===== config.mk =====
export PLATFORM = sky130hd
export DESIGN_NAME = stx_etx_frame_receiver
export DESIGN_NICKNAME = d
export VERILOG_FILES = /design/src/rtl/stx_pkg.sv /design/src/rtl/stx_ram.sv /design/src/rtl/stx_etx_frame_receiver.sv
export SDC_FILE = /design/constraint.sdc
export NUM_CORES = 1
export LEC_CHECK = 0
export BUFFER_PORTS_ARGS = -buffer_cell sky130_fd_sc_hd__buf_2
export CORE_MARGIN = 3
export CORE_UTILIZATION = 52
export DETAILED_ROUTE_END_ITERATION = 8
export GPL_ROUTABILITY_DRIVEN = 1
export PLACE_DENSITY = 0.75
export REMOVE_ABC_BUFFERS = 1
export SYNTH_ARGS = -nofsm -noshare
export SYNTH_HDL_FRONTEND = slang
export SYNTH_SLANG_ARGS = --single-unit

===== constraint.sdc =====
create_clock -name clk -period 3.6 [get_ports clk]
set_input_delay 0.72 -clock clk [delete_from_list [all_inputs] [get_ports clk]]
set_output_delay 0.72 -clock clk [all_outputs]
set_load 0.02 [all_outputs]

===== src/rtl/stx_pkg.sv =====
package stx_pkg;

	// default frame store depth
	localparam int MSG_LEN_DEF = 16;

	// configuration register indexes
	localparam logic [1:0] REG_START_CODE = 2'd0;
	localparam logic [1:0] REG_END_CODE   = 2'd1;
	localparam logic [1:0] REG_HOLDOFF    = 2'd2;

	// register reset values
	localparam logic [7:0]  START_CODE_RST = 8'h02;
	localparam logic [7:0]  END_CODE_RST   = 8'h03;
	localparam logic [15:0] HOLDOFF_RST    = 16'd1000;

endpackage


===== src/rtl/stx_ram.sv =====
module stx_ram #(
	parameter int DEPTH = stx_pkg::MSG_LEN_DEF,
	parameter int AW = $clog2(DEPTH)
) (
	input  logic          clk,
	input  logic          we,
	input  logic [AW-1:0] waddr,
	input  logic [7:0]    wdata,
	input  logic          re,
	input  logic [AW-1:0] raddr,
	output logic [7:0]    rdata
);

	logic [7:0] mem [DEPTH];

	always_ff @(posedge clk) begin
		if (we) begin
			mem[waddr] <= wdata;
		end
	end

	// registered read, data holds while re is low
	always_ff @(posedge clk) begin
		if (re) begin
			rdata <= mem[raddr];
		end
	end

endmodule


===== src/rtl/stx_etx_frame_receiver.sv =====
// Framed byte receiver. Items are either a received byte (func 0) or one time
// tick (func 1). The block hunts for start_code, stores the following bytes in
// an internal frame memory of MSG_LEN entries and, on end_code, plays the frame
// back as one beat per payload byte with last set on the final one; a frame
// with no payload gives one beat with empty_frame and last set and out_byte
// zero. A frame that reaches MSG_LEN bytes without end_code is dropped with no
// output and hunting restarts. After each frame, received bytes are discarded
// until more than holdoff_ticks ticks have been seen. Input items are taken at
// one per cycle with two exceptions. During playback the input is held while
// the frame memory is read, one read per payload byte, and until the last
// read has left the read stage, longer if the output side stalls. While
// collecting, every item is held while the output register carries a beat that
// has not been taken. Configuration writes are meant for an idle block.
module stx_etx_frame_receiver #(
	parameter int MSG_LEN = stx_pkg::MSG_LEN_DEF
) (
	input  logic        clk,
	input  logic        arst_n,
	// configuration
	input  logic        cfg_we,
	input  logic [1:0]  cfg_index,
	input  logic [15:0] cfg_wdata,
	// input items
	input  logic        in_valid,
	output logic        in_stall,
	input  logic        func,
	input  logic [7:0]  rx_byte,
	// result beats
	output logic        out_valid,
	input  logic        out_stall,
	output logic [7:0]  out_byte,
	output logic        empty_frame,
	output logic        last
);

	localparam int AW = $clog2(MSG_LEN);
	localparam int FW = $clog2(MSG_LEN + 1);

	// receiver modes
	localparam logic [1:0] MODE_HUNT    = 2'd0;
	localparam logic [1:0] MODE_COLLECT = 2'd1;
	localparam logic [1:0] MODE_HOLD    = 2'd2;
	localparam logic [1:0] MODE_DRAIN   = 2'd3;

	logic [7:0]    start_q;
	logic [7:0]    end_q;
	logic [15:0]   holdoff_q;

	logic [1:0]    mode_q;
	logic [FW-1:0] fill_q;
	logic [16:0]   elapsed_q;
	logic [FW-1:0] cnt_q;
	logic [AW-1:0] rd_idx_q;

	logic          valid_s1;
	logic          last_s1;

	logic          out_valid_q;
	logic [7:0]    out_byte_q;
	logic          empty_q;
	logic          last_q;

	logic          out_free;
	logic          in_acc;
	logic          is_byte;
	logic          is_tick;
	logic          end_hit;
	logic          store;
	logic [FW-1:0] fill_inc;
	logic [16:0]   elapsed_nxt;
	logic          issue;
	logic          rd_last;
	logic [7:0]    rdata;

	// output register frees up when empty or being taken
	assign out_free = !out_valid_q || !out_stall;

	// hold the input during playback, and while collecting hold every item (it may
	// be an end code) while the output register is occupied and stalled
	assign in_stall = (mode_q == MODE_DRAIN) || valid_s1 ||
		((mode_q == MODE_COLLECT) && !out_free);

	assign in_acc  = in_valid && !in_stall;
	assign is_byte = in_acc && !func;
	assign is_tick = in_acc && func;

	assign end_hit  = is_byte && (mode_q == MODE_COLLECT) && (rx_byte == end_q);
	assign store    = is_byte && (mode_q == MODE_COLLECT) && (rx_byte != end_q);
	assign fill_inc = fill_q + 1'b1;

	// saturating tick count
	assign elapsed_nxt = (elapsed_q == '1) ? elapsed_q : elapsed_q + 1'b1;

	// playback read issue
	assign issue   = (mode_q == MODE_DRAIN) && out_free;
	assign rd_last = ({{(FW - AW){1'b0}}, rd_idx_q} + 1'b1) == cnt_q;

	stx_ram #(
		.DEPTH (MSG_LEN),
		.AW    (AW)
	) u_ram (
		.clk   (clk),
		.we    (store),
		.waddr (fill_q[AW-1:0]),
		.wdata (rx_byte),
		.re    (issue),
		.raddr (rd_idx_q),
		.rdata (rdata)
	);

	// configuration registers
	always_ff @(posedge clk or negedge arst_n) begin
		if (!arst_n) begin
			start_q   <= stx_pkg::START_CODE_RST;
			end_q     <= stx_pkg::END_CODE_RST;
			holdoff_q <= stx_pkg::HOLDOFF_RST;
		end else if (cfg_we) begin
			unique case (cfg_index)
				stx_pkg::REG_START_CODE: start_q   <= cfg_wdata[7:0];
				stx_pkg::REG_END_CODE:   end_q     <= cfg_wdata[7:0];
				stx_pkg::REG_HOLDOFF:    holdoff_q <= cfg_wdata;
				default: ;
			endcase
		end
	end

	// frame control
	always_ff @(posedge clk or negedge arst_n) begin
		if (!arst_n) begin
			mode_q    <= MODE_HUNT;
			fill_q    <= '0;
			elapsed_q <= '0;
			cnt_q     <= '0;
			rd_idx_q  <= '0;
		end else begin
			unique case (mode_q)
				MODE_HUNT: begin
					if (is_byte && (rx_byte == start_q)) begin
						mode_q <= MODE_COLLECT;
					end
				end
				MODE_COLLECT: begin
					if (end_hit) begin
						fill_q    <= '0;
						elapsed_q <= '0;
						cnt_q     <= fill_q;
						rd_idx_q  <= '0;
						// empty frame goes straight out through the output register
						mode_q    <= (fill_q == '0) ? MODE_HOLD : MODE_DRAIN;
					end else if (store) begin
						// frame full without end code: drop it
						if (fill_inc == FW'(MSG_LEN)) begin
							fill_q <= '0;
							mode_q <= MODE_HUNT;
						end else begin
							fill_q <= fill_inc;
						end
					end
				end
				MODE_HOLD: begin
					if (is_tick) begin
						elapsed_q <= elapsed_nxt;
						if (elapsed_nxt > {1'b0, holdoff_q}) begin
							mode_q <= MODE_HUNT;
						end
					end
				end
				MODE_DRAIN: begin
					if (issue) begin
						rd_idx_q <= rd_idx_q + 1'b1;
						if (rd_last) begin
							mode_q <= MODE_HOLD;
						end
					end
				end
			endcase
		end
	end

	// read stage: valid while memory data is pending
	always_ff @(posedge clk or negedge arst_n) begin
		if (!arst_n) begin
			valid_s1 <= 1'b0;
		end else if (out_free) begin
			valid_s1 <= issue;
		end
	end

	always_ff @(posedge clk) begin
		if (out_free) begin
			last_s1 <= rd_last;
		end
	end

	// output register
	always_ff @(posedge clk or negedge arst_n) begin
		if (!arst_n) begin
			out_valid_q <= 1'b0;
		end else if (out_free) begin
			out_valid_q <= valid_s1 || (end_hit && (fill_q == '0));
		end
	end

	always_ff @(posedge clk) begin
		if (out_free) begin
			if (valid_s1) begin
				out_byte_q <= rdata;
				empty_q    <= 1'b0;
				last_q     <= last_s1;
			end else begin
				// empty frame beat
				out_byte_q <= 8'h00;
				empty_q    <= 1'b1;
				last_q     <= 1'b1;
			end
		end
	end

	assign out_valid   = out_valid_q;
	assign out_byte    = out_byte_q;
	assign empty_frame = empty_q;
	assign last        = last_q;

endmodule

## After elaboration in Yosys (flattened, before gate mapping)

Memories as Yosys holds them, arrays and structs flattened. A register that Yosys moved wholly into a read port is not among the register bits.
Index checks and enable logic that the tools add are counted.

- Register bits after elaboration: 78
- RAM bits: 128
- Bits of input ports: 32
- Output and inout bits: 12
- Memories kept: 1

- Add/sub/neg operators: 4
- $lt $le $gt $ge: 1
- Eq/ne operators: 19
- Mux-type cells: 23
- Reductions and logical operators: 33

Memories:

| memory | words | bits a word | rd ports | clocked after Yosys merged registers in | wr ports | line | RTL |
|---|---|---|---|---|---|---|---|
| u_ram.mem | 16 | 8 | 1 | 1 | 1 | stx_ram.sv:14 | `logic [7:0] mem [DEPTH];` |

Operators by type and width:

| kind | count |
|---|---|
| 17-bit two-way mux | 3 |
| 17-bit one-hot mux with 2 select lines | 1 |
| 17-bit by 1-bit adder with 17-bit output (second input constant) | 1 |
| 17-bit == test (second input constant) | 1 |
| 17-bit by 16-bit greater-than comparator with 1-bit output | 1 |
| 8-bit == test | 2 |
| 2-bit two-way mux | 8 |
| 5-bit two-way mux | 3 |
| 2-bit != test (second input constant) | 6 |
| 1-bit logical AND | 10 |
| 2-bit AND reduction | 5 |
| 4-bit two-way mux | 2 |
| 8-bit != test | 1 |
| 2-bit one-hot mux with 4 select lines | 1 |
| 4-bit one-hot mux with 2 select lines | 1 |
| 7-bit AND reduction | 1 |
| 2-bit == test (second input constant) | 3 |
| 3-bit AND reduction | 2 |
| 2-bit nonzero test | 3 |
| 4-bit by 1-bit adder with 5-bit output (second input constant) | 1 |
| 5-bit by 1-bit adder with 5-bit output (second input constant) | 1 |
| 5-bit == test | 1 |
| 5-bit == test (second input constant) | 1 |
| 1-bit zero test | 5 |
| other kinds (8) | 16 |

## Longest topological paths before layout

Gate-level depths: netlist of run 1.

- Word-level depth: 13
- Depth in mapped cells: 13

## Modules after synthesis

A second synthesis of run 1 with hierarchy kept.

- Cell total of the unflattened synthesis: 650
- Area total of the unflattened synthesis: 9,660.5 µm²

By module, submodules not included:

| module | instances | cells an instance | area each (µm²) |
|---|---|---|---|
| stx_ram | 1 | 229 | 5,227.5 |
| stx_etx_frame_receiver | 1 | 421 | 4,433.0 |

## Worst setup path before layout of run 1

No wires, ideal clock.

- Kind: reg-to-reg
- From: reg elapsed_q[0]
- To: reg mode_q[1]
- Arrival: 2.650 ns
- Data required time: 3.518 ns
- Setup slack: 0.868 ns
- Cell stages (with the launch flop): 13
- Buffers on the path: 0
- Clock period less this slack: 2.732 ns
- Cell sequence: dfrtp_1 > ha_1 > and2_1 > and3_2 > nand2_1 > mux2_2 > ha_1 > a21o_1 > a21o_1 > a211oi_1 > o21ai_0 > a21o_1 > a31oi_1

- Cells in the longest elaborated chain, start to end: 5
- Elaborated cells on any way between the ends: 6

RTL lines:

| what | line | RTL |
|---|---|---|
| from (decl) | stx_etx_frame_receiver.sv:51 | `logic [16:0] elapsed_q;` |
| from (signal assigned) | stx_etx_frame_receiver.sv:162 | `elapsed_q <= elapsed_nxt;` |
| 17-bit by 1-bit adder with 17-bit output or 17-bit == test (tied branches) | stx_etx_frame_receiver.sv:92 | `assign elapsed_nxt = (elapsed_q == '1) ? elapsed_q : elapsed_q + 1'b1;` |
| 17-bit two-way mux (*) | stx_etx_frame_receiver.sv:92 |  |
| 17-bit by 16-bit greater-than comparator with 1-bit output (*) | stx_etx_frame_receiver.sv:163 | `if (elapsed_nxt > {1'b0, holdoff_q}) begin` |
| 2-bit != test (no line) (*) | -- |  |
| 7-bit AND reduction (no line) (*) | -- |  |
| to (signal assigned) | stx_etx_frame_receiver.sv:149 | `mode_q <= (fill_q == '0) ? MODE_HOLD : MODE_DRAIN;` |
| to (decl) | stx_etx_frame_receiver.sv:49 | `logic [1:0] mode_q;` |

Mark *: on every way between the ends. The rest lies on a longest branch, timed or not.
A chain may end at the register's enable or synchronous reset.

## Worst setup path after layout of run 1

Same ends and word-level chain as after synthesis.

==> results of run 1 <==
==> layout make-up <==
cell class                 instances  area [µm²]
tap                              229         287
inverter                          27         101
multi-input combinational        405        3270
clock inverter                    17         159
fill                            1372        7120
sequential                       214        6100
timing repair buffer              67         408
clock buffer                      23         576
==> where the power goes <==
group	total [mW]	internal, mW	switching (mW)
clock	2.28	1.37	0.903
sequential	3.09	2.87	0.225
combinational	1.19	0.549	0.637
total	6.55	4.79	1.76
==> state kept, by name, summed over array words and instances, names as in the netlist <==
register / cells
cnt_q: 5
elapsed_q: 17
empty_frame: 1
end_q: 8
fill_q: 5
holdoff_q: 16
last: 1
last_s1: 1
mode_q: 2
out_byte: 8
out_valid: 1
rd_idx_q: 4
start_q: 8
u_ram.mem: 128
u_ram.rdata: 8
valid_s1: 1
==> routing by layer <==
metal	vias up	share of wire
met5	-	0
met4	0	0.032
met3	41	0.058
met2	184	0.50
met1	2908	0.41
li1	2683	-
==> stage by stage <==
step                hold WS, ns  total power, mW  cells  setup slack, ns
detailed placement        0.497             4.32    942            0.579
finish                    0.272             6.55    982            0.575
CTS                       0.278             6.61    982            0.573
global route              0.307             6.84    982            0.404
floorplan                 0.424             3.91    646            0.396
global placement          0.491             4.26    942            0.688
==> cell families (layout without fill, tap and decap cells) <==
logic type      after synthesis  after routing
buf+inv                      51            134
flops                       214            214
mux                          86             86
fa+ha+maj                    23             23
xor+xnor                     35             35
compound gates              118            118
simple gates                143            143
==> cell usage in the layout (no fill, tap or decap), types with 23 or more instances in the layout <==
cell / n
nand2_1: 37
o21ai_0: 43
buf_2: 43
clkbuf_16: 23
edfxtp_1: 147
inv_1: 25
dfrtp_1: 57
mux2i_1: 24
xnor2_1: 27
buf_4: 23
mux2_2: 46
==> final timing paths <==
check,start,end,slack [ns]
worst max-delay path,elapsed_q[0],mode_q[1],0.57
max in group asynchronous,arst_n,end_q[1],2.50
worst min-delay path,arst_n,out_valid,0.27
min in group clk,cfg_wdata[10],holdoff_q[10],0.46
worst max register to register,elapsed_q[0],mode_q[1],0.57
worst min register to register,holdoff_q[15],holdoff_q[15],0.51
==> critical path: stages, from the launching register on <==
cell,delay [ns]
dfrtp_1,0.44
ha_1,0.26
and2_1,0.22
and3_2,0.24
a21oi_2,0.35
nand3_1,0.17
xnor2_1,0.16
ha_1,0.19
a21o_1,0.18
a21o_1,0.16
a21oi_1,0.14
o21ai_0,0.10
a21o_1,0.18
a31oi_1,0.15
==> impl_metrics.toml, run 1 <==
[logic_synthesis]
synthDistinctLibCells = 60
ys_seq_area_frac = 0.637
synth_top_family_by_area = "multiplexers"
synth.most_common_cell = "edfxtp_1"
ys_ff_latch = 214
synth_common_cells = "edfxtp_1 (147), dfrtp_1 (58), mux2_2 (46)"
synthAdderAreaFrac = 0.0298
netlist_area_mm2 = 0.00959
yosys.area.top_type_share = 0.461
synth_xor_area_frac = 0.0328
synth_mux_area_frac = 0.117
synth_compound_area_frac = 0.0773
synthArstFlopShare = 0.313
synth.area.top_cells = "edfxtp_1 (46%), dfrtp_1 (15%), mux2_2 (5.4%)"
synthSimpleGateAreaFrac = 0.0847
yosys_warnings = 0
synth_area_leader_cell = "edfxtp_1"
synth_edf_count = 147
avgSynthCellArea_um2 = 14.3
synth_ff_type = "edfxtp_1"
synthCells = 670

[layout]
fin_area_mm2 = 0.0109
syn_to_final_growth_pct = 13.8
antenna_cells = 0
drive_gt1_frac = 0.259
final_util = 0.605
nets = 791

[clocking]
numCtsBuffers = 22
htree_levels = 1
cts-root-buf = "clkbuf_16"
clk_pin_slew_ns = 0.06
cts_tree = "yes"
clkSinkCount = 214
post_cts_resized = 0
ctsLongestPathBuffers = 3
post-cts-setup-buffer-count = 0
insertion_delay_ns = 0.50
cts_hold_buf = 0

[timing]
period_minus_slack_ns = 3.03
rsz0062_at_grt = "false"
fin_crit_sh = 0.840
final.setup_skew_ns = 0.0163
tns_ns = 0
tightest_slew_ns = 1.10
slew_headroom = 0.264
hold_violations = 0
slew_viol_final = 0
finalSetupViolations = 0
max_freq_mhz = 331

[critical_path]
path_class = "reg2reg"
start_kind = "flip-flop"
cp.required_ns = 4.01
endpoint_kind = "flip-flop"
r2r_cells = 13
crit_arrival_ns = 3.44
cp_max_fo = 9

[grt]
met1_usage = 0.269
grt.busiest_layer = "met2"
grt_pass1_wl_mm = 32.3
grt_use_met3 = 0.0357
antenna_found_initial = 0
grt_overflow = 0
grt_use_total = 0.204
grt_util_met2 = 0.343
first_global_vias = 5993
grt_max_degree = 30

[pwr]
leakage_nw = 4.24
p_per_area_mw_per_mm2 = 601
max-vdd-ir-drop_uv = 507

[floorplanning]
die-area_mm2 = 0.0201
initial_core_util = 0.532
core-area_mm2 = 0.0180
fp-row-count = 49
fp.dieW_um = 142
io_pins = 44
dieHeight_um = 142

[routing]
drt_pass1_iterations = 5
ant_nets = 0
vias_per_cell = 5.92
wire_per_inst_um = 20.5
drt_first_iter_violations = 416
via_count = 5816
drt_wl_total_mm = 20.1
drc = 0

[placement]
port_buffers = 43
placed_area_mm2 = 0.0102
routabilityCongestion = 0.855
post-dp-hpwl_mm = 14.1

[min_path]
hp-class = "in2async"

[run]
maxCapViolCount = 0

[run_status]
outcome = "finished clean"
Power figures use the tool's default switching activity.
==> run 2: changes to the inputs <==
clock period = 3.1 ns   (was 3.6 ns; I/O delays follow)
==> run 2 against run 1 <==
Non-clock buffer count increased by 3. Sequential power is 15% higher. Critical path depth fell by 1. Clock skew is 0.0028 ns lower. Die area unchanged. Sequential cell count did not move. Global-route usage rose by 0.11 points. Cell area decreased by 0.31%. Hold slack worse by 0.097 ns. Critical path type unchanged. Register-to-register slack got worse by 0.38 ns.
==> impl_metrics.toml, run 2 (synthesis gave the netlist of run 1 again) <==
[layout]
drive_gt1_frac = 0.249
seqCellArea_mm2 = 0.00610
antenna_cells = 0
final_cell_mix = "edfxtp_1 (147), dfrtp_1 (57), mux2_2 (46)"
largest_reg_flops = 128
top_regs = "u_ram.mem: 128 flops, elapsed_q: 17 flops, holdoff_q: 16 flops"
final_common_cell = "edfxtp_1"
fill_cells = 1413
final_util = 0.603
syn_to_final_growth_pct = 13.4
multiInputGateArea_mm2 = 0.00328
nets = 794
regMostFlops = "u_ram.mem"

[floorplanning]
dieHeight_um = 142
io_pins = 44
fp-row-count = 49
fp.dieW_um = 142
die-area_mm2 = 0.0201
core-area_mm2 = 0.0180
initial_core_util = 0.532

[grt]
first_global_vias = 6071
grt_pass1_wl_mm = 32.3
antenna_found_initial = 0
grt_max_degree = 51
grt_use_total = 0.205
grt_overflow = 0

[critical_path]
cp.required_ns = 3.52
crit_top_cell = "a21o_1"
cp_cell_sequence = "ha_1 > and2_1 > and3_2 > nand2_2 > mux2_2 > ha_1 > a21o_1 > a21o_1 > a211oi_1 > o21ai_0 > a21o_1 > a31oi_1"
path_class = "reg2reg"
cp_max_fo = 7
crit_family = "compound AO/OA/AOI/OAI gates"
critPathMaxStageDelay_ns = 0.42
start_kind = "flip-flop"
crit_arrival_ns = 3.33
endpoint_kind = "flip-flop"
critPathBufInv = 0
cp_slowest_cell = "dfrtp_1"

[placement]
routabilityCongestion = 0.863
port_buffers = 43
post-dp-hpwl_mm = 13.6

[clocking]
post-cts-setup-buffer-count = 0
cts_hold_buf = 0
htree_levels = 1
post_cts_resized = 0
ctsLongestPathBuffers = 3
clkSinkCount = 214
numCtsBuffers = 22
cts_tree = "yes"
cts-root-buf = "clkbuf_16"
clk_pin_slew_ns = 0.06
insertion_delay_ns = 0.51

[timing]
finalSetupViolations = 0
slew_headroom = 0.116
fin_hold_ws_ns = 0.175
tns_ns = 0
tightest_slew_ns = 1.32
hold_violations = 0
final.setup_skew_ns = 0.0135
rsz0062_at_grt = "false"
max_freq_mhz = 345
slew_viol_final = 0
period_minus_slack_ns = 2.90
fin_crit_sh = 0.936

[pwr]
max-vdd-ir-drop_uv = 461
p_sw_frac = 0.273
clock_power_share = 0.330
internal_power_mw = 5.40
switchingPower_mw = 2.03
leakage_nw = 4.20
power_mw = 7.42
p_seq_frac = 0.477
pwr-share-comb = 0.194
p_per_area_mw_per_mm2 = 683

[routing]
drt_first_iter_violations = 582
wire_per_inst_um = 20.3
drc = 0
vias_per_cell = 5.88
drt_wl_total_mm = 20.0
drt_pass1_iterations = 7
ant_nets = 0
via_count = 5787

[run]
maxCapViolCount = 0

[min_path]
hp-class = "in2async"

[run_status]
outcome = "finished clean"
==> run 2: cell types whose count changed in the layout (fill, tap and decap cells not counted), moves of 2 or more <==
cell	change
clkinv_2	-9
bufinv_16	-2
clkbuf_1	+10
buf_4	+3
==> run 2: worst register-to-register path, delay by kind of cell, from the launching register on <==
family / cells / cell delay (ns)
AND/OR/NAND/NOR: 3 / 0.63
AO/OA/AOI/OAI: 6 / 0.98
adder cells (fa/ha/maj): 2 / 0.43
multiplexers: 1 / 0.36
flip-flops: 1 / 0.42
==> run 2: layer usage <==
metal	global-route usage	wire length, µm
met5	0	0
met4	0.0747	630
met1	0.269	8080
met3	0.0428	1370
met2	0.340	9890
==> run 2: power by group through the flow <==
stage               Clock [mW]  Sequential (mW)  Combinational, mW
global route              2.64             3.57               1.57
finish                    2.45             3.54               1.44
CTS                       2.51             3.54               1.45
global placement             0             3.57               1.39
detailed placement           0             3.59               1.43
floorplan                    0             3.67              0.860
==> run 2: cell type report <==
cell class                      instances  area share
Clock buffer                           33      0.0554
Clock inverter                          7     0.00610
Inverter                               27     0.00932
Multi-Input combinational cell        405       0.302
Sequential cell                       214       0.561
Tap cell                              229      0.0264
Timing Repair Buffer                   70      0.0396
==> run 2: per-stage QoR <==
| stage | area [µm²] | instances | setup slack, ns |
|---|---|---|---|
| 5_1_grt | 10900 | 985 | 0.0225 |
| 4_1_cts | 10900 | 985 | 0.139 |
| 3_3_place_gp | 10200 | 945 | 0.197 |
| 2_1_floorplan | 9470 | 646 | -0.104 |
| 6_report | 10900 | 985 | 0.199 |
| 3_5_place_dp | 10200 | 945 | 0.137 |
==> run 2: path summary, 6_finish.rpt <==
path,start,to,slack [ns],cells after the start
setup / recovery,elapsed_q[0],mode_q[1],0.20,12
hold / removal,arst_n,rd_idx_q[2],0.18,1
setup reg to reg,elapsed_q[0],mode_q[1],0.20,12
hold reg to reg,last_s1,last,0.50,1
max in group asynchronous,arst_n,holdoff_q[3],2.10,2
min in group clk,cfg_wdata[13],holdoff_q[13],0.35,2
==> run 3: changes to the inputs <==
clock period = 3.05 ns   (was 3.1 ns; I/O delays follow)
==> run 3 against run 2 <==
Clock-buffer cell count fell by 6. Non-clock buffer count rose by 8. Clock skew fell by 0.0052 ns. Critical path depth rose by 1. Maximum frequency rose by 1.1%. Core utilization rose by 0.70 points. Sequential power rose by 2%. Routed wire length rose by 0.65%. Sequential cell count did not move. Final cell count rose by 1.0%. Combinational power rose by 3%. Critical endpoint unchanged.
==> impl_metrics.toml, run 3 (synthesis gave the netlist of run 1 again) <==
[critical_path]
endpoint_kind = "flip-flop"
start_kind = "flip-flop"
cp_slowest_cell = "dfrtp_1"
crit_arrival_ns = 3.30
crit_family = "compound AO/OA/AOI/OAI gates"
cp_cell_sequence = "ha_2 > and2_4 > and3_2 > nand2_1 > buf_4 > a21oi_1 > ha_1 > a21o_1 > a21o_1 > a211oi_2 > o21ai_0 > a21o_1 > a31oi_1"
cp.required_ns = 3.48
critPathBufInv = 1
critPathMaxStageDelay_ns = 0.42
path_class = "reg2reg"
cp_max_fo = 6
crit_top_cell = "a21o_1"

[timing]
slew_viol_final = 0
period_minus_slack_ns = 2.87
tns_ns = 0
finalSetupViolations = 0
hold_violations = 0
max_freq_mhz = 349
tightest_slew_ns = 1.19
slew_headroom = 0.201
fin_crit_sh = 0.941
final.setup_skew_ns = 0.00831

[routing]
wire_per_inst_um = 20.2
vias_per_cell = 5.96
drt_wl_total_mm = 20.1
drc = 0
drt_first_iter_violations = 496
drt_pass1_iterations = 5
via_count = 5931
ant_nets = 0

[layout]
fill_cells = 1377
final_util = 0.610
drive_gt1_frac = 0.270
largest_reg_flops = 128
antenna_cells = 0
final_common_cell = "edfxtp_1"
top_regs = "u_ram.mem: 128 flops, elapsed_q: 17 flops, holdoff_q: 16 flops"
final_cell_mix = "edfxtp_1 (147), dfrtp_1 (56), mux2_2 (46)"
seqCellArea_mm2 = 0.00610
fin_area_mm2 = 0.0110
regMostFlops = "u_ram.mem"
nets = 803
syn_to_final_growth_pct = 14.7
multiInputGateArea_mm2 = 0.00329
final_cells = 995

[placement]
placed_area_mm2 = 0.0102
post-dp-hpwl_mm = 13.8
routabilityCongestion = 0.850
dp.cells = 950
port_buffers = 43

[floorplanning]
fp-row-count = 49
initial_core_util = 0.532
core-area_mm2 = 0.0180
die-area_mm2 = 0.0201
dieHeight_um = 142
io_pins = 44
fp.dieW_um = 142

[clocking]
clkSinkCount = 214
clk_pin_slew_ns = 0.06
htree_levels = 1
numCtsBuffers = 23
ctsLongestPathBuffers = 3
cts-root-buf = "clkbuf_16"
cts_tree = "yes"
insertion_delay_ns = 0.51

[run]
maxCapViolCount = 0

[min_path]
hp-class = "in2async"

[grt]
grt_overflow = 0
first_global_vias = 5967
grt_pass1_wl_mm = 32.3
antenna_found_initial = 0
grt_max_degree = 34
grt_use_total = 0.204

[run_status]
outcome = "finished clean"

[pwr]
p_per_area_mw_per_mm2 = 705
max-vdd-ir-drop_uv = 486
leakage_nw = 4.27
power_mw = 7.75
## run 3: stage by stage
stage	hold slack (ns)	worst slack (ns)
4_1_cts	0.183	0.0559
6_report	0.164	0.181
2_1_floorplan	0.314	-0.154
3_5_place_dp	0.493	0.0668
5_1_grt	0.227	-0.000500
3_3_place_gp	0.488	0.175
## run 3: cell type report
| class | count | share of cell area |
|---|---|---|
| tap | 229 | 0.0261 |
| timing repair buffer | 78 | 0.0446 |
| inverter | 27 | 0.00922 |
| clock buffer | 27 | 0.0546 |
| sequential | 214 | 0.555 |
| multi-input combinational | 405 | 0.299 |
| clock inverter | 15 | 0.0114 |
## run 3: repair_timing
action	4_1_cts	5_1_grt
gates resized for setup	0	5
setup endpoints to repair	0	1
hold buffers	0	0
setup buffers	0	3
## run 3: worst register-to-register path: stages (launching register included)
cell	delay, ns
dfrtp_1	0.42
ha_2	0.24
and2_4	0.18
and3_2	0.23
nand2_1	0.09
buf_4	0.17
a21oi_1	0.18
ha_1	0.27
a21o_1	0.18
a21o_1	0.18
a211oi_2	0.21
o21ai_0	0.11
a21o_1	0.19
a31oi_1	0.15
## run 3: power breakdown
group          total [mW]  switching [mW]  internal (mW)  leakage, nW
clock                2.68            1.10           1.57        0.358
combinational        1.48           0.810          0.671         1.73
sequential           3.60           0.212           3.38         2.19
total                7.75            2.12           5.63         4.27
## run 3: final timing paths
check | start | end | slack (ns) | cells after the start
setup / recovery | elapsed_q[0] | mode_q[1] | 0.18 | 13
hold / removal | arst_n | mode_q[0] | 0.16 | 1
setup reg to reg | elapsed_q[0] | mode_q[1] | 0.18 | 13
hold reg to reg | last_s1 | last | 0.50 | 1
max in group asynchronous | arst_n | end_q[1] | 2.05 | 2
min in group clk | cfg_wdata[15] | holdoff_q[15] | 0.33 | 2
## run 3: routing by layer
metal,GRT usage,part of all wire,vias to the layer above
met1,0.276,0.42,2935
met3,0.0351,0.070,48
met4,0.0742,0.028,0
li1,-,-,2704
met2,0.333,0.49,244
met5,0,0,-
